<file path="config.mk">
export PLATFORM = sky130hd
export DESIGN_NAME = kabf_mul
export DESIGN_NICKNAME = d
export VERILOG_FILES = /design/src/kabf_pkg.sv /design/src/kabf_mul.sv
export SDC_FILE = /design/constraint.sdc
export NUM_CORES = 2
export LEC_CHECK = 0
export ABC_AREA = 1
export BUFFER_PORTS_ARGS = -buffer_cell sky130_fd_sc_hd__buf_2
export CORE_ASPECT_RATIO = 1.5
export CORE_UTILIZATION = 40
export CTS_BUF_LIST = sky130_fd_sc_hd__clkbuf_4 sky130_fd_sc_hd__clkbuf_8
export CTS_CLUSTER_SIZE = 8
export DETAILED_ROUTE_END_ITERATION = 16
export SLEW_MARGIN = 20
export SYNTH_ARGS = -nofsm -noshare
export SYNTH_HDL_FRONTEND = slang
export SYNTH_SLANG_ARGS = --single-unit
export TNS_END_PERCENT = 1
</file>
<file path="constraint.sdc">
create_clock -name i_clk -period 8.6 [get_ports i_clk]
set_input_delay 0 -clock i_clk [delete_from_list [all_inputs] [get_ports i_clk]]
set_output_delay 0 -clock i_clk [all_outputs]
set_load 0.02 [all_outputs]
</file>
<file path="src/kabf_pkg.sv">
`timescale 1ns / 1ps
// ----------------------------------------------------------------------------
// kabf_pkg
// Shared types and fixed-point constants of the angle/bias Kalman filter.
// ----------------------------------------------------------------------------
`default_nettype none

package kabf_pkg;

    localparam int FRACTION_BITS = 16;
    localparam int COV_WIDTH     = 48;
    localparam int TIME_FRAC     = 16;
    localparam int GAIN_FRAC     = 24;

    localparam int ANGLE_W = 25;
    localparam int RATE_W  = 28;
    localparam int DT_W    = 16;
    localparam int CFG_W   = 32;
    localparam int IDX_W   = 2;
    localparam int Y_W     = ANGLE_W + 1;
    localparam int S_W     = COV_WIDTH + 2;

    localparam logic signed [63:0] ANGLE_LIMIT = 64'sd180 <<< FRACTION_BITS;
    localparam logic signed [63:0] BIAS_LIMIT  = 64'sd2000 <<< FRACTION_BITS;
    localparam logic signed [63:0] COV_LIMIT   = (64'sd1 <<< (COV_WIDTH - 1)) - 64'sd1;
    localparam logic signed [63:0] WIDE_LIMIT  = 64'sh7FFF_FFFF_FFFF_FFFF;

    localparam logic [CFG_W-1:0] ANGLE_Q_RESET = 32'd16777;
    localparam logic [CFG_W-1:0] BIAS_Q_RESET  = 32'd50332;
    localparam logic [CFG_W-1:0] MEAS_R_RESET  = 32'd503316;

    localparam logic [IDX_W-1:0] CFG_ANGLE_Q = 2'd0;
    localparam logic [IDX_W-1:0] CFG_BIAS_Q  = 2'd1;
    localparam logic [IDX_W-1:0] CFG_MEAS_R  = 2'd2;

    typedef enum logic [4:0] {
        STEP_RATE, STEP_T, STEP_ACC1, STEP_ACC2, STEP_U, STEP_PT1, STEP_PT2,
        STEP_V, STEP_S, STEP_K0, STEP_K1, STEP_A, STEP_B,
        STEP_C00, STEP_C01, STEP_C10, STEP_C11
    } t_step;

    typedef enum logic [3:0] {
        ST_IDLE = 4'b0001,
        ST_RUN  = 4'b0010,
        ST_WAIT = 4'b0100,
        ST_FIN  = 4'b1000
    } t_state;

endpackage

`default_nettype wire

</file>
<file path="src/kabf_mul.sv">
`timescale 1ns / 1ps
// ----------------------------------------------------------------------------
// kabf_mul
// Iterative signed multiply with round-to-nearest shift and saturation,
// built from four 32x32 partial products.
// ----------------------------------------------------------------------------
`default_nettype none

module kabf_mul (
    input  wire logic               i_clk,
    input  wire logic               i_rst_n,
    input  wire logic               i_start,
    input  wire logic signed [63:0] i_a,
    input  wire logic signed [63:0] i_b,
    input  wire logic               i_frac24,
    input  wire logic               i_cov,
    output logic                    o_done,
    output logic signed [63:0]      o_result
);

    logic [63:0]        r_ma, r_mb, r_pp;
    logic [127:0]       r_acc;
    logic               r_neg, r_f24, r_cov, r_busy, r_done;
    logic [2:0]         r_cnt;
    logic signed [63:0] r_res;

    logic [31:0]  op_x, op_y;
    logic [63:0]  pp_n, lim, mag;
    logic [127:0] shifted, half;

    always_comb begin
        op_x    = r_cnt[1] ? r_ma[63:32] : r_ma[31:0];
        op_y    = r_cnt[0] ? r_mb[63:32] : r_mb[31:0];
        pp_n    = op_x * op_y;
        half    = r_f24 ? (128'd1 << (kabf_pkg::GAIN_FRAC - 1))
                        : (128'd1 << (kabf_pkg::TIME_FRAC - 1));
        shifted = r_f24 ? (r_acc >> kabf_pkg::GAIN_FRAC) : (r_acc >> kabf_pkg::TIME_FRAC);
        lim     = r_cov ? 64'(kabf_pkg::COV_LIMIT) : 64'(kabf_pkg::WIDE_LIMIT);
        mag     = (shifted > {64'd0, lim}) ? lim : shifted[63:0];
    end

    always_ff @(posedge i_clk) begin
        if (!i_rst_n) begin
            r_busy <= 1'b0;
            r_done <= 1'b0;
            r_cnt  <= '0;
        end else begin
            r_done <= 1'b0;
            if (i_start) begin
                r_busy <= 1'b1;
                r_cnt  <= '0;
            end else if (r_busy) begin
                r_cnt <= r_cnt + 3'd1;
                if (r_cnt == 3'd6) begin
                    r_busy <= 1'b0;
                    r_done <= 1'b1;
                end
            end
        end
    end

    always_ff @(posedge i_clk) begin
        if (i_start) begin
            r_ma  <= i_a[63] ? 64'(-i_a) : 64'(i_a);
            r_mb  <= i_b[63] ? 64'(-i_b) : 64'(i_b);
            r_neg <= i_a[63] ^ i_b[63];
            r_f24 <= i_frac24;
            r_cov <= i_cov;
            r_acc <= '0;
        end else if (r_busy) begin
            if (r_cnt <= 3'd3) begin
                r_pp <= pp_n;
            end
            unique case (r_cnt)
                3'd1:    r_acc <= r_acc + {64'd0, r_pp};
                3'd2,
                3'd3:    r_acc <= r_acc + {32'd0, r_pp, 32'd0};
                3'd4:    r_acc <= r_acc + {r_pp, 64'd0};
                3'd5:    r_acc <= r_acc + half;
                3'd6:    r_res <= r_neg ? -$signed(mag) : $signed(mag);
                default: r_acc <= r_acc;
            endcase
        end
    end

    assign o_done   = r_done;
    assign o_result = r_res;

endmodule

`default_nettype wire

</file>
=== Word level (Yosys, flattened, before mapping) ===
Cells that the tools add are included.

* Register bits after elaboration: 392
* Bits in latches: 0
* RAM bits: 0
* Bits in read-only memories: 0
* Bits of input ports: 133
* Output and inout bits: 65
* Logic and storage cells: 55
* Memories: 0

* Add/subtract/negate cells: 8
* $mul: 1
* Div/mod/pow operators: 0
* Magnitude comparators: 2
* Equality and inequality tests: 6
* Shift-type cells: 0
* Muxes and demuxes: 14
* Bitwise operators: 4
* Reductions and logical operators: 7

{| class="wikitable"
|+ Operator list
! operator !! count
|-
| one-hot mux 128 bit (4 select lines) || 1
|-
| negator 64 bit || 3
|-
| 2-to-1 mux 63 bit || 3
|-
| adder 128 bit || 1
|-
| adder 128 x 24 -> 128 bit || 1
|-
| adder 128 x 64 -> 128 bit || 1
|-
| adder 128 x 96 -> 128 bit || 1
|-
| 2-to-1 mux 64 bit || 2
|-
| greater-than comparator 112 x 63 -> 1 bit || 1
|-
| 2-to-1 mux 112 bit || 1
|-
| multiplier 32 x 32 -> 64 bit || 1
|-
| 2-to-1 mux 32 bit || 2
|-
| 2-to-1 mux 24 bit || 1
|-
| equality test 3 bit, second input constant || 3
|-
| equality test 3 x 2 -> 1 bit, second input constant || 2
|-
| AND reduction 3 bit || 2
|-
| 2-to-1 mux 1 bit || 4
|-
| nonzero test 4 bit || 1
|-
| OR reduction 2 bit || 2
|-
| adder 3 x 1 -> 3 bit, second input constant || 1
|-
| equality test 3 x 1 -> 1 bit, second input constant || 1
|-
| less-or-equal comparator 3 x 2 -> 1 bit, second input constant || 1
|-
| inverter 1 bit || 3
|-
| OR reduction 3 bit || 1
|-
| other kinds (2) || 2
|}

=== Logic depth before layout (Yosys ltp) ===
* Depth in word-level cells: 5
* Depth in mapped cells: 42
* Mapped depth without buffers: 38

=== Least setup slack after synthesis ===
Ideal clock, no wire load.

* Path kind: register to register
* From: reg r_cnt[1]
* To: reg r_pp[58] (data pin)
* Library setup time: 0.266 ns
* Arrival: 7.718 ns
* Required time: 8.334 ns
* Path slack: 0.617 ns
* Cell stages (with the launch flop): 34
* Buffers on the path: 4
* Period minus slack after synthesis: 7.983 ns
* Cells stage by stage: dfxtp_1 > clkbuf_1 > inv_1 > clkbuf_1 > or2_2 > o21ai_0 > clkbuf_1 > buf_1 > nor2_1 > fa_1 > inv_1 > fa_1 > inv_1 > fa_1 > inv_1 > fa_1 > inv_1 > fa_1 > fa_1 > fa_1 > inv_1 > fa_1 > inv_1 > ha_1 > a21oi_1 > inv_1 > a21oi_1 > inv_1 > a21oi_1 > o21ai_0 > a21oi_1 > o21a_1 > o221ai_1 > xor2_1

* Word-level cells in the longest chain between the ends: 2

{| class="wikitable"
|+ RTL lines
! item !! RTL line !! source
|-
| start: declaration || kabf_mul.sv:24 || <nowiki>logic [2:0] r_cnt;</nowiki>
|-
| start signal: assignment || kabf_mul.sv:53 || <nowiki>r_cnt <= r_cnt + 3'd1;</nowiki>
|-
| 2-to-1 mux 32 bit || kabf_mul.sv:32 || <nowiki>op_x = r_cnt[1] ? r_ma[63:32] : r_ma[31:0];</nowiki>
|-
| multiplier 32 x 32 -> 64 bit || kabf_mul.sv:34 || <nowiki>pp_n = op_x * op_y;</nowiki>
|-
| named net pp_n[58] || kabf_mul.sv:28 || <nowiki>logic [63:0] pp_n, lim, mag;</nowiki>
|-
| end signal: assignment || kabf_mul.sv:72 || <nowiki>r_pp <= pp_n;</nowiki>
|-
| end: declaration || kabf_mul.sv:21 || <nowiki>logic [63:0] r_ma, r_mb, r_pp;</nowiki>
|}

The timed path passes the listed nets, and every way through them passes these cells.
A chain may end at the register's enable or synchronous reset.

=== Final worst setup path ===
* From: reg r_cnt[0]
* To: reg r_pp[61] (data pin)

* Word-level cells in the longest chain between the ends: 2

{| class="wikitable"
|+ RTL lines
! item !! RTL line !! source
|-
| 2-to-1 mux 32 bit || kabf_mul.sv:33 || <nowiki>op_y = r_cnt[0] ? r_mb[63:32] : r_mb[31:0];</nowiki>
|-
| multiplier 32 x 32 -> 64 bit || kabf_mul.sv:34 ||
|-
| named net pp_n[61] || kabf_mul.sv:28 ||
|}

The timed path passes the listed nets, and every way through them passes these cells.

==> results.md <==
- The mean post-synth cell area is between 6 and 7 um2.
- The final routed DRC violation total is 0.
- STA classifies the critical path startpoint as a register.
- The die is 522 um tall.
- Once layout is done, the placed cells without fillers occupy 0.0837 mm2.
- The initialized floorplan defines 190 standard-cell rows.
- The final layout contains routed wiring with a total length of about 420 mm.
- The worst-case headroom to the max-slew limit is 0.120.
- The number of filler instances in the final layout is ~19,000.
- The placer's final routability congestion estimate is about 1.1.
- The worst clock skew is ~0.11 ns.
- The largest net degree at the start of global routing is between 80 and 90.
- The most critical setup path has its startpoint at r_cnt[0].
- The nature of the critical path endpoint is a register.
- The library cells used most frequently in the layout, excluding fill and tap cells, are inv_1 (2,030), nand2_1 (1,924), nor2_1 (1,632).
- The total number of clock tree sinks is ~400.
- In the final layout, the share of cells above drive strength 1 is 0.0918.
- For this run, the leading register cell type out of synthesis is edfxtp_1.
- The number of endpoints with negative hold slack in the final report is 0.
- The endpoint identified for the worst register-to-register timing path is r_pp[61].
- The number of endpoints failing setup at the final stage is 0.
- The cell area after synthesis is between 0.07 and 0.08 mm2.
- The number of pins with negative max-slew slack in the final report is 0.
- The initial antenna violation count is 30.
- The TritonCTS clock tree is done.
- The tool flagged a number of max-cap violations equal to 0.
- The critical path is of the reg -> reg type.
- The number of cells traversed by the worst register-to-register path is 33.
- Clock latency on the worst-skew pair, taken at its later pin, is 0.90 ns.
- Detailed placement ended at an HPWL of ~350 mm.
- The share of Yosys cell area claimed by the top area cell type is 0.249.
- The number of nets in the final layout is 12,500.
- After synthesis, the netlist uses 64 different library cells.
- The first global-routing pass estimated 579 mm of wire.
- Summing all multi-input logic gate instances after layout gives between 0.05 and 0.06 mm2.
- The post-placement cell area is 0.0790 mm2.
- The die footprint is roughly 0.18 mm2.
- The path class of the tightest hold or removal check is in -> reg.
- The number of nets produced by synthesis is ~12,000.
- At the worst endpoint, the arrival time is around 9 ns.
- The routed layout has between 70,000 and 80,000 vias.
- In this run, synthesis inferred between 200 and 300 flip-flops with an integrated enable.
- After synthesis, the share of flip-flops with an asynchronous set or reset is 0.
- In this run the critical register-to-register path is launched from r_cnt[0].
- The critical path capture point is r_pp[61].
- For the worst setup path, the data required time is 9.17 ns.
- For this run, the register share of the synthesized area comes to 0.145.
- between 150 and 200 I/O pins were placed.
- The die is 349 um wide.
- For this run, the slowest stage of the critical path takes about 0.55 ns.
- The TritonCTS buffer count is 75.
- In the synthesized netlist, the number of instances is between 10,000 and 15,000.
- The pre-antenna-repair detailed-routing pass consisted of 6 iterations.
- The upper clock frequency limit is 0.118 GHz.
- The clock period minus final worst setup slack is between 8 and 9 ns.
- The largest total area in the synthesized netlist belongs to fa_1.
- The storage element area is between 0.01 and 0.015 mm2.
- The number of global-route vias before repair is about 80,000.
- Leaving out fill and tap cells, the most frequent cell in the layout is inv_1.
- Port buffering added around 200 buffers.
- Of the available clock period, the critical path in the final layout requires 0.984.
- The cell chosen for the clock root is clkbuf_8.
- The yosys synthesis warning count is 0.
- The flow ran to the end, and the final reports show no timing, DRC or antenna violations.
- Once detail routing completed, the nets flagged for antenna violations numbered 0.
- For the pin with the worst max-slew slack, the measured transition is between 1 and 1.5 ns.
- Setup repair after global routing could not meet its margin everywhere.
- In the post-synthesis netlist, the biggest area contributors are fa_1 (25%), edfxtp_1 (11%), inv_1 (11%).
- The total of flip-flops plus latches after synthesis is 392.
- The core region is ~0.18 mm2.
- The number of DRC markers in iteration 0 is roughly 6,700.
- In this run the deepest clock path goes through 3 buffers.
- Using the TritonRoute via totals, the vias-per-cell ratio works out to ~5.7.
- In this run the worst path has a maximum fanout of 35.
- The synthesis-to-finish area growth is 15.8%.
- The cell with the largest stage delay on the worst path is fa_1.
- The clock slew at the register clock pins of the worst setup and hold paths is about 0.060 ns.
- In the global route stage, overall resource usage came out at 0.459.
- The overall overflow remaining after global route is 0.
- The setup slack of the most critical reg-to-reg path is between 0.1 and 0.15 ns.
- The most used cell along the critical path is fa_1.
- The starting utilization of the core area is 0.403.
- The average wire per standard cell is between 30 and 40 um.
- In this run the number of H-tree levels came out at 3.
[layout make-up]
class,count,area share
inverters,2066,0.0930
diodes,19,0.000568
repair buffers,885,0.0888
well taps,2400,0.0359
multi-input cells,7597,0.637
clock buffers,95,0.0146
clock inverters,37,0.00492
flip-flops and latches,392,0.125
[layer usage]
layer	global-route usage	vias to the layer above	wire [um]
li1	-	33700	-
met3	0.113	2048	31400
met5	0	-	79
met1	0.390	36900	118000
met4	0.578	14	66700
met2	0.794	4109	201000
[Yosys cell counts, types with 31 or more instances]
library cell / instances
nand3_1: 389
nor4_1: 60
a31oi_1: 74
nand4_1: 91
xnor2_1: 107
nor2_1: 1637
fa_1: 899
inv_1: 2042
a21o_1: 47
nand2_1: 1924
o21ai_1: 73
dfxtp_1: 133
a21oi_1: 618
nor3_1: 133
ha_1: 478
o21ai_0: 569
xor2_1: 166
o21a_1: 38
o21bai_1: 31
edfxtp_1: 259
or2_2: 104
clkbuf_1: 250
[worst min-delay path by stage]
stage          startpoint       end  slack, ns  cells after the start
2_1_floorplan       i_cov     r_cov        0.1                      0
3_3_place_gp     i_frac24     r_f24       0.19                      1
3_5_place_dp     i_frac24     r_f24       0.18                      1
4_1_cts           i_a[22]  r_ma[22]       0.01                      3
5_1_grt           i_rst_n    r_busy       0.02                      4
6_report          i_rst_n    r_busy       0.04                      4
[state kept, by name (all words and copies together), names as in the netlist]
signal	flops
r_acc	128
o_result	64
r_ma	64
r_mb	64
r_pp	64
r_cnt	3
o_done	1
r_busy	1
r_cov	1
r_f24	1
r_neg	1
[logic make-up (layout without fill, tap and decap cells)]
| kind of cell | Yosys count | in the layout | synth area share |
|---|---|---|---|
| AND/OR/NAND/NOR | 4385 | 4385 | 0.248 |
| buffers and inverters | 2355 | 3083 | 0.124 |
| AO/OA/AOI/OAI | 1562 | 1562 | 0.118 |
| adder cells (fa/ha/maj) | 1377 | 1377 | 0.332 |
| flip-flops | 392 | 392 | 0.145 |
| XOR/XNOR | 273 | 273 | 0.0331 |
| other | 0 | 19 | 0 |
[what timing repair did]
action	CTS	global route
pin swaps	0	4
hold buffers	242	0
gates cloned	0	2
resized for setup	5	67
setup buffers	0	16
endpoints found under the setup margin	6	30
endpoints found under the hold margin	205	0
[metrics by stage]
stage / hold WS, ns / util / setup slack [ns] / std cells / TNS, ns
2_1_floorplan: 0.0989 / - / 0.617 / 10300 / 0
3_3_place_gp: 0.186 / 0.441 / -0.108 / 13100 / -0.292
3_5_place_dp: 0.185 / 0.441 / -0.233 / 13100 / -0.636
5_1_grt: 0.0189 / 0.467 / -0.0663 / 13500 / -0.243
4_1_cts: 0.00957 / 0.464 / -0.0243 / 13400 / -0.0364
6_report: 0.0423 / 0.467 / 0.138 / 13500 / 0
[critical path, delay by kind of cell (launching register included)]
family	cells	cell delay, ns
AOI/OAI and AO/OA	2	0.17
xor gates and xnor gates	1	0.15
adders and majority gates	9	4.44
buffers and inverters	12	1.67
DFF	1	0.36
and+or+nand+nor	9	1.39
Power is left out: the tool's default activity adds up to more than one toggle a clock period on the data nets, which glitch-free logic cannot reach.
