## src/kabf_pkg.sv

```systemverilog
`timescale 1ns / 1ps
// ----------------------------------------------------------------------------
// kabf_pkg
// Shared types and fixed-point constants of the angle/bias Kalman filter.
// ----------------------------------------------------------------------------
`default_nettype none

package kabf_pkg;

    localparam int FRACTION_BITS = 16;
    localparam int COV_WIDTH     = 48;
    localparam int TIME_FRAC     = 16;
    localparam int GAIN_FRAC     = 24;

    localparam int ANGLE_W = 25;
    localparam int RATE_W  = 28;
    localparam int DT_W    = 16;
    localparam int CFG_W   = 32;
    localparam int IDX_W   = 2;
    localparam int Y_W     = ANGLE_W + 1;
    localparam int S_W     = COV_WIDTH + 2;

    localparam logic signed [63:0] ANGLE_LIMIT = 64'sd180 <<< FRACTION_BITS;
    localparam logic signed [63:0] BIAS_LIMIT  = 64'sd2000 <<< FRACTION_BITS;
    localparam logic signed [63:0] COV_LIMIT   = (64'sd1 <<< (COV_WIDTH - 1)) - 64'sd1;
    localparam logic signed [63:0] WIDE_LIMIT  = 64'sh7FFF_FFFF_FFFF_FFFF;

    localparam logic [CFG_W-1:0] ANGLE_Q_RESET = 32'd16777;
    localparam logic [CFG_W-1:0] BIAS_Q_RESET  = 32'd50332;
    localparam logic [CFG_W-1:0] MEAS_R_RESET  = 32'd503316;

    localparam logic [IDX_W-1:0] CFG_ANGLE_Q = 2'd0;
    localparam logic [IDX_W-1:0] CFG_BIAS_Q  = 2'd1;
    localparam logic [IDX_W-1:0] CFG_MEAS_R  = 2'd2;

    typedef enum logic [4:0] {
        STEP_RATE, STEP_T, STEP_ACC1, STEP_ACC2, STEP_U, STEP_PT1, STEP_PT2,
        STEP_V, STEP_S, STEP_K0, STEP_K1, STEP_A, STEP_B,
        STEP_C00, STEP_C01, STEP_C10, STEP_C11
    } t_step;

    typedef enum logic [3:0] {
        ST_IDLE = 4'b0001,
        ST_RUN  = 4'b0010,
        ST_WAIT = 4'b0100,
        ST_FIN  = 4'b1000
    } t_state;

endpackage

`default_nettype wire

```

## src/kabf_div.sv

```systemverilog
`timescale 1ns / 1ps
// ----------------------------------------------------------------------------
// kabf_div
// Bit-serial restoring divide: trunc(num * 2^24 / den), saturated and signed.
// ----------------------------------------------------------------------------
`default_nettype none

module kabf_div (
    input  wire logic               i_clk,
    input  wire logic               i_rst_n,
    input  wire logic               i_start,
    input  wire logic signed [63:0] i_num,
    input  wire logic signed [63:0] i_den,
    output logic                    o_done,
    output logic signed [63:0]      o_result
);

    logic [63:0]        r_r, r_lo, r_q, r_d;
    logic               r_neg, r_ovf, r_busy, r_last, r_done;
    logic [5:0]         r_cnt;
    logic signed [63:0] r_res;

    logic [63:0] n_mag, d_mag, r2, qc;
    logic        sub;

    always_comb begin
        n_mag = i_num[63] ? 64'(-i_num) : 64'(i_num);
        d_mag = i_den[63] ? 64'(-i_den) : 64'(i_den);
        r2    = {r_r[62:0], r_lo[63]};
        sub   = r_r[63] || (r2 >= r_d);
        qc    = r_q[63] ? 64'(kabf_pkg::WIDE_LIMIT) : r_q;
    end

    always_ff @(posedge i_clk) begin
        if (!i_rst_n) begin
            r_busy <= 1'b0;
            r_last <= 1'b0;
            r_done <= 1'b0;
        end else begin
            r_done <= 1'b0;
            r_last <= 1'b0;
            if (i_start) begin
                r_busy <= 1'b1;
            end else if (r_busy && (r_ovf || r_cnt == 6'd63)) begin
                r_busy <= 1'b0;
                r_last <= !r_ovf;
                r_done <= r_ovf;
            end else if (r_last) begin
                r_done <= 1'b1;
            end
        end
    end

    always_ff @(posedge i_clk) begin
        if (i_start) begin
            r_r   <= n_mag >> (64 - kabf_pkg::GAIN_FRAC);
            r_lo  <= n_mag << kabf_pkg::GAIN_FRAC;
            r_d   <= d_mag;
            r_q   <= '0;
            r_neg <= i_num[63] ^ i_den[63];
            r_ovf <= (n_mag >> (64 - kabf_pkg::GAIN_FRAC)) >= d_mag;
            r_cnt <= '0;
        end else if (r_busy) begin
            if (r_ovf) begin
                r_res <= r_neg ? -kabf_pkg::WIDE_LIMIT : kabf_pkg::WIDE_LIMIT;
            end else begin
                r_r   <= sub ? (r2 - r_d) : r2;
                r_lo  <= {r_lo[62:0], 1'b0};
                r_q   <= {r_q[62:0], sub};
                r_cnt <= r_cnt + 6'd1;
            end
        end else if (r_last) begin
            r_res <= r_neg ? -$signed(qc) : $signed(qc);
        end
    end

    assign o_done   = r_done;
    assign o_result = r_res;

endmodule

`default_nettype wire

```

## config.mk

```make
export PLATFORM = sky130hd
export DESIGN_NAME = kabf_div
export DESIGN_NICKNAME = d
export VERILOG_FILES = /design/src/kabf_pkg.sv /design/src/kabf_div.sv
export SDC_FILE = /design/constraint.sdc
export NUM_CORES = 1
export LEC_CHECK = 0
export ABC_CLOCK_PERIOD_IN_PS = 8200
export BUFFER_PORTS_ARGS = -buffer_cell sky130_fd_sc_hd__clkbuf_2
export CAP_MARGIN = 20
export CORE_MARGIN = 8
export CORE_UTILIZATION = 61
export CTS_CLUSTER_DIAMETER = 150
export DETAILED_ROUTE_END_ITERATION = 6
export GPL_ROUTABILITY_DRIVEN = 0
export PLACE_DENSITY = 0.87
export REMOVE_ABC_BUFFERS = 1
export SLEW_MARGIN = 20
export SYNTH_ARGS = -nofsm -noshare
export SYNTH_HDL_FRONTEND = slang
export SYNTH_SLANG_ARGS = --single-unit
export TNS_END_PERCENT = 100
```

## constraint.sdc

```tcl
create_clock -name i_clk -period 8.2 [get_ports i_clk]
set_input_delay 0.41 -clock i_clk [delete_from_list [all_inputs] [get_ports i_clk]]
set_output_delay 0.41 -clock i_clk [all_outputs]
set_load 0.02 [all_outputs]
```

# Yosys cells after proc, flatten, opt, wreduce, memory -nomap -nowiden
# Index checks and enable logic that the tools add are counted.
[totals] ff_bits=307 latch_bits=0 mem_bits_rw=0 rom_bits=0 inputBits=131 n_memories=0
[op_classes] addsub=5 n_mul=0 div=0 magnitude_cmp=2 eq_ne=3 shifts=0 muxes=19 bitwise_logic=5 n_reduce_logical=12
[ops] op="two-way mux 64 bit" count=11
[ops] op="negation 64 bit" count=2
[ops] op="two-way mux 24 bit" count=3
[ops] op="greater-or-equal comparator 24 x 64 -> 1 bit" count=1
[ops] op="greater-or-equal comparator 64 bit" count=1
[ops] op="negation 63 -> 64 bit" count=1
[ops] op="subtractor 64 bit" count=1
[ops] op="two-way mux 63 bit" count=1
[ops] op="adder 6 x 1 -> 6 bit (second input constant)" count=1
[ops] op="equality test 6 bit (second input constant)" count=1
[ops] op="nonzero test 2 bit" count=3
[ops] op="two-way mux 1 bit" count=4
[ops] op="!= test 2 bit (second input constant)" count=2
[ops] op="inverter 1 bit" count=4
[ops] op="AND reduction 2 bit" count=2
[ops] op="AND reduction 3 bit" count=1
[ops] op="OR reduction 3 bit" count=1
[ops] op="logical OR 1 bit" count=2
[ops] op="OR reduction 2 bit" count=1
[ops] op="logical AND 1 bit" count=1
[ops] op="logical NOT 1 bit" count=1
[ops] op="XOR 1 bit" count=1

# Depth between registers and ports, before layout
# Gate-level depths: netlist (run 1).
[depth] depth_word=6 depth_mapped=21 mapped_depth_nobuf=20

# Worst setup path after synthesis (run 1)
# OpenSTA, ideal clock, no wires.
[synth_timing] kind="flip-flop to flip-flop" startpoint="register r_ovf" endpoint="register r_res[0] (netlist: o_result[0]) (enable)" setup_ns=0.486 arrival_time_ns=5.403 path_slack_ns=2.311 stages_incl_launch_ff=6 path_buffers=2 period_less_slack_ns=5.889 path_cell_list="edfxtp_1 nand2b_1 clkbuf_1 buf_1 nand2_1 nor2_1"
[synth_between] elab_chain_cells=2
[synth_rtl] item="from (decl)" line_no="kabf_div.sv:19" text="logic r_neg, r_ovf, r_busy, r_last, r_done;"
[synth_rtl] item="from (signal assigned)" line_no="kabf_div.sv:61" text="r_ovf <= (n_mag >> (64 - kabf_pkg::GAIN_FRAC)) >= d_mag;"
[synth_rtl] item="!= test 2 bit (no source line)"
[synth_rtl] item="AND reduction 3 bit (no source line)"
[synth_rtl] item="to (signal assigned)" line_no="kabf_div.sv:65" text="r_res <= r_neg ? -kabf_pkg::WIDE_LIMIT : kabf_pkg::WIDE_LIMIT;"
[synth_rtl] item="to (signal assigned)" line_no="kabf_div.sv:73" text="r_res <= r_neg ? -$signed(qc) : $signed(qc);"
[synth_rtl] item="to (decl)" line_no="kabf_div.sv:21" text="logic signed [63:0] r_res;"
# Every way passes these cells.
# A chain may end at the register's enable or synchronous reset.

# Worst setup path after layout (run 1)
[layout_timing] startpoint="input port i_num[16]" endpoint="register r_ovf, data pin"
[layout_between] elab_chain_cells=3
[layout_rtl] item="from (decl)" line_no="kabf_div.sv:12" text="input wire logic signed [63:0] i_num,"
[layout_rtl] item="negation 64 bit" line_no="kabf_div.sv:27" text="n_mag = i_num[63] ? 64'(-i_num) : 64'(i_num);"
[layout_rtl] item="two-way mux 64 bit" line_no="kabf_div.sv:27"
[layout_rtl] item="greater-or-equal comparator 24 x 64 -> 1 bit" line_no="kabf_div.sv:61"
# Every way passes these cells.

==> results of run 1 <==
==> area by class of cell <==
type | count | area [um2] | area share
clock inverters | 15 | 113.9 | 0.005015
well taps | 448 | 560.5 | 0.02469
repair buffers | 212 | 1112 | 0.04900
clock buffers | 42 | 857.1 | 0.03775
flip-flops and latches | 307 | 8088 | 0.3563
inverters | 117 | 439.2 | 0.01935
multi-input cells | 1866 | 11530 | 0.5079
==> per-layer routing <==
layer / GRT usage / up-vias
li1: - / 9030
met1: 0.3301 / 8718
met2: 0.4562 / 969
met3: 0.05507 / 171
met4: 0.1014 / 0
met5: 0 / -
==> flip-flops by register name (all words and copies together) (netlist names) <==
name / cells
r_lo: 40
r_q: 64
r_neg: 1
r_ovf: 1
o_done: 1
r_busy: 1
r_d: 64
o_result: 64
r_r: 64
r_last: 1
r_cnt: 6
==> through the flow <==
| stage | util | power [uW] | instance area, um2 |
|---|---|---|---|
| after detailed placement | 0.6513 | 2766 | 21730 |
| after global placement | 0.6513 | 2730 | 21730 |
| after CTS | 0.6804 | 4123 | 22700 |
| after global routing | 0.6804 | 4293 | 22700 |
| after floorplan | - | 2474 | 20030 |
| final | 0.6804 | 4126 | 22700 |
==> cells in the final DEF, fill, tap and decap left out, drive strengths merged, types with 32 or more instances in the layout <==
master / synthesis / layout
nand4: 41 / 41
a21oi: 253 / 253
dfxtp: 113 / 113
nor2: 224 / 224
nor3: 48 / 48
ha: 92 / 92
inv: 117 / 119
o21ai: 160 / 160
nand2: 320 / 320
edfxtp: 194 / 194
or3: 49 / 49
clkbuf: 116 / 237
or4: 42 / 42
xnor2: 106 / 106
o31ai: 47 / 47
a21o: 32 / 32
xor2: 105 / 105
==> how the worst max path moves through the flow <==
stage	from	end	depth (start not counted)
after floorplan	r_busy	o_result[0]	3
after global placement	i_num[16]	r_ovf	20
after detailed placement	i_num[16]	r_ovf	20
after CTS	i_num[16]	r_ovf	20
after global routing	i_num[16]	r_ovf	20
final	i_num[16]	r_ovf	20
==> report_power, final <==
group	internal (uW)	switching (uW)	leakage [uW]
combinational	351	616	0.00585
sequential	1760	37.7	0.00278
clock	763	596	0.000475
total	2880	1250	0.00910
==> cell families after synthesis <==
group	Yosys count	synth area share
simple gates	866	0.1998
compound gates	685	0.2075
flops	307	0.3938
xor+xnor	211	0.08997
buf+inv	254	0.04642
mux	11	0.005543
fa+ha+maj	93	0.05702
==> worst max-delay path, delay by kind of cell <==
kind,cells,cell delay [ps]
and+or+nand+nor,9,2950
adders and majority gates,1,280
AOI/OAI and AO/OA,8,1520
buffers and inverters,1,110
xor gates and xnor gates,1,190
==> qor.csv, run 1 <==
metric;value;unit
first-pass GRT wire length;88300;um
Slew headroom;0.3115;
Static Leakage;0.009098;uW
Seq cells post-synth;307;
DRC Markers;0;
Post-Syn Area per Cell;8.463;um2
kind of critical path;input pin to flip-flop;
CTS Hold Bufs;0;
Layout Skew;16.92;ps
vias per inst;6.281;
Synth area leaders;edfxtp_1 (28%), dfxtp_1 (11%), a21oi_1 (6.1%), nand2_1 (5.8%), ha_1 (5.6%);
Rows;67;
Finished Layout Cells;3007;
Global Route Usage Sum;0.2676;
clock sink count;307;
hold path startpoint;i_rst_n;
P&R area growth vs syn;10.53;%
largest net degree at the start of global routing;106;
dpl hpwl;39660;um
cell taking the most area after synthesis;edfxtp_1;
postcts setup bufs;0;
Synthesis Warnings;0;
Initial Util;0.6156;
initial antenna violation count;0;
max_cap viols;0;
worst reg2reg setup slack;3560;ps
via count;18890;
share of the synthesized area in the top cell type;0.2836;
ant diodes;0;
R2R Path Start;r_q[63];
Final nets;2759;
startpoint types;input pin;
post-synthesis sequential area ratio;0.3938;
Worst EP arrival;5450;ps
CP most frequent cell;or4_1;
Post-synth EDFFs;194;
aggregate global routing overflow;0;
fin. max-slew vios;0;
CTS buffer count;31;
fin crit period;5165;ps
final wirelength;54930;um
Worst Setup Slack, final;3035;ps
CTS resizes;0;
P per Cell Area;181.8;nW/um2
met2 routed WL;25890;um
die height;199.5;um
share of synthesized flip-flops with an asynchronous set or reset;0;
WHS;105.8;ps
crit path max fanout;8;
Main synth FF type;edfxtp_1;
WL per Instance;18.27;um
Hold EP;r_busy;
Slowest Stage Delay on Critical Path;630;ps
reg2reg end;o_result[51];
Die Width;199.5;um
final number of hold-violating endpoints;0;
number of global-route vias before repair;18010;
Hold Path Class;input pin to flip-flop;
Die Footprint;39800;um2
IO buf count;195;
drt pass-1 iters;7;
Post-Synthesis Cells;2427;
Hold Path Cell Cnt;2;
DR WL met3;5537;um
Core Footprint;33360;um2
Max IR drop VDD;0.0001636;V
CTS H-tree lvls;1;
fin crit share;0.6298;
most common cell in the netlist;nand2_1;
I/O pins;196;
cells on worst reg2reg path;10;
RSZ-0062 raised after global routing;false;
final-report setup violation count;0;
CTS root buf;clkbuf_16;
Cell Chain, Critical Path;clkbuf_2, or4_1, or4_1, or4_1, or2_2, nand3b_1, nand2b_1, o31ai_1, xnor2_1, ha_1, a21o_1, a21oi_1, nor2b_1, o21ai_0, nand2b_1, a211oi_1, o21ai_0, a21o_1, a21oi_1, nor4_1;
CTS tree;built;
Post-synth top cells;nand2_1 (320), a21oi_1 (252), nor2_1 (224);
setup TNS;0;ps
Max Used Layer;met4;
Setup WS pre-CTS;2513;ps
Crit-path slowest cell;or4_1;
Filler cells;2623;
synthesized cell area;20540;um2
M1 WL;21530;um
share of layout cells above drive strength 1;0.1184;
Worst Setup End Kind;flip-flop;
DR iter-0 viols;2115;
Clk pin slew, worst setup/hold paths;60;ps
Yosys cell types;77;
dpl cells;2950;
Highest Clock Rate;193.6;MHz
pin slew with the least headroom to its limit;1025;ps
post-route ant nets;0;
status;finished clean;
clk buf depth;3;
clk_lat worst skew;560;ps
Worst EP required;8490;ps
(Power assumes the default switching activity.)
==> run 2, diff against run 1 <==
--- a/config.mk
+++ b/config.mk
@@ -5,15 +5,15 @@
 export SDC_FILE = /design/constraint.sdc
 export NUM_CORES = 1
 export LEC_CHECK = 0
-export ABC_CLOCK_PERIOD_IN_PS = 8200
+export ABC_CLOCK_PERIOD_IN_PS = 4320
 export BUFFER_PORTS_ARGS = -buffer_cell sky130_fd_sc_hd__clkbuf_2
 export CAP_MARGIN = 20
 export CORE_MARGIN = 8
-export CORE_UTILIZATION = 61
+export CORE_UTILIZATION = 55
 export CTS_CLUSTER_DIAMETER = 150
 export DETAILED_ROUTE_END_ITERATION = 6
 export GPL_ROUTABILITY_DRIVEN = 0
-export PLACE_DENSITY = 0.87
+export PLACE_DENSITY = 0.83
 export REMOVE_ABC_BUFFERS = 1
 export SLEW_MARGIN = 20
 export SYNTH_ARGS = -nofsm -noshare
==> constraint.sdc (replaced) <==
create_clock -name i_clk -period 4.32 [get_ports i_clk]
set_input_delay 0.216 -clock i_clk [delete_from_list [all_inputs] [get_ports i_clk]]
set_output_delay 0.216 -clock i_clk [all_outputs]
set_load 0.02 [all_outputs]
==> qor.csv, run 2 (synthesis gave the netlist of run 1 again) <==
metric;value;unit
status;complete, but fails checks;
failing checks;DRC, setup timing;
die height;209.3;um
Hold Path Class;input pin to flip-flop;
Core Footprint;36700;um2
DRC Markers;1;
clock sink count;307;
Max IR drop VDD;0.0003235;V
initial antenna violation count;2;
WL per Instance;18.34;um
Slowest Stage Delay on Critical Path;540;ps
final number of hold-violating endpoints;0;
Cell Chain, Critical Path;clkbuf_2, or4_4, or4_4, or4_4, or2_4, nand3b_1, nand2b_4, o31ai_4, xnor2_2, ha_1, a21o_1, a21oi_2, nor2b_1, o21ai_1, nand2b_1, a211oi_2, o21ai_1, a21o_1, a21oi_2, nor4_1;
most frequent cells in the layout;nand2_1 (318), a21oi_1 (249), nor2_1 (222);
fin crit share;1.002;
largest net degree at the start of global routing;111;
DR iter-0 viols;2208;
Worst EP arrival;4590;ps
Rows;70;
post-route ant nets;0;
final wirelength;58010;um
drt pass-1 iters;7;
Die Width;209.3;um
Crit-path slowest cell;or4_4;
startpoint types;input pin;
P per Cell Area;344.0;nW/um2
Static Leakage;0.009856;uW
I/O pins;196;
Clk pin slew, worst setup/hold paths;60;ps
clk buf depth;3;
via count;19850;
RSZ-0062 raised after global routing;true;
vias per inst;6.274;
ant diodes;0;
P&R area growth vs syn;17.14;%
Final nets;2894;
Total Power;8277;uW
final-report setup violation count;1;
CTS H-tree lvls;2;
Crit path buffers/inverters;1;
clk_lat worst skew;530;ps
Global Route Usage Sum;0.2499;
dpl hpwl;42150;um
kind of critical path;input pin to flip-flop;
WHS;50.17;ps
fin crit period;4330;ps
CP top delay family;simple AND/OR/NAND/NOR gates;
CTS tree;built;
number of global-route vias before repair;18930;
IO buf count;195;
CTS root buf;clkbuf_16;
CTS buffer count;35;
Worst Setup End Kind;flip-flop;
Initial Util;0.5597;
CP most frequent cell;or4_4;
pin slew with the least headroom to its limit;865.6;ps
Die Footprint;43790;um2
crit path max fanout;4;
share of layout cells above drive strength 1;0.1718;
Worst Setup Slack, final;-9.701;ps
first-pass GRT wire length;92920;um
setup TNS;-9.701;ps
Highest Clock Rate;231.0;MHz
commonest non-fill, non-tap cell in the layout;nand2_1;
Slew headroom;0.4230;
Worst EP required;4580;ps
aggregate global routing overflow;0;
Layout Skew;20.84;ps
fin. max-slew vios;0;
max_cap viols;0;
run 2: cell types whose count changed in the layout (fill, tap and decap cells not counted), moves of 3 or more:
cell / previous run / this run
clkbuf_16: 31 / 38
a21oi_2: 1 / 4
a21oi_1: 252 / 249
buf_12: 0 / 3
o21ai_0: 160 / 150
o21ai_1: 0 / 9
or4_4: 6 / 11
or4_1: 36 / 31
o41ai_2: 0 / 4
o41ai_1: 26 / 22
buf_4: 17 / 142
run 2: through the flow:
| step | instances | utilization | setup WS, ps | area [um2] |
|---|---|---|---|---|
| final | 3163 | 0.6556 | -9.701 | 24060 |
| after global routing | 3163 | 0.6556 | -115.2 | 24060 |
| after CTS | 3159 | 0.6522 | 13.47 | 23930 |
| after detailed placement | 3093 | 0.6190 | -991.2 | 22720 |
| after global placement | 3093 | 0.6190 | -777.4 | 22720 |
| after floorplan | 2290 | - | -3548 | 20030 |
run 2: layout make-up:
cell class,count,area (um2)
inverters,117,439.2
well taps,468,585.6
multi-input cells,1866,11670
flip-flops and latches,307,8089
clock inverters,16,130.1
repair buffers,343,2142
fillers,2832,12640
clock buffers,46,1001
run 2: path summary, 6_finish.rpt:
check	start	to	slack [ps]	depth (start not counted)
setup / recovery	i_num[18]	r_ovf	-10	20
hold reg to reg	r_q[47]	r_q[48]	480	2
hold / removal	i_den[11]	r_d[11]	50	3
setup reg to reg	r_q[63]	o_result[51]	20	9
run 2: worst reg2reg max path, stage by stage, from the launching register on:
cell       delay (ps)
dfxtp_2           320
or4_4             540
or3_4             350
or4_4             550
or3_4             400
or4_4             510
or4_4             510
or4_4             460
a2111oi_4         330
a21oi_2            60
run 2: repair_timing:
item / in CTS / in global routing
endpoints found under the hold margin: 4 / 0
pin swaps: 3 / 17
gates resized for setup: 15 / 25
buffers inserted: 2 / 4
hold buffers: 2 / 0
endpoints found under the setup margin: 3 / 4
run 2: report_power, final:
part / internal [uW] / switching (uW)
logic: 755 / 1210
registers: 3350 / 81.0
clock network: 1700 / 1180
run 2: routing by layer:
| layer | vias to the layer above | part of all wire | GRT usage |
|---|---|---|---|
| li1 | 9288 | - | - |
| met1 | 9256 | 0.39 | 0.3120 |
| met2 | 1098 | 0.47 | 0.4201 |
| met3 | 201 | 0.098 | 0.05037 |
| met4 | 2 | 0.040 | 0.1004 |
| met5 | - | 0.00017 | 0 |
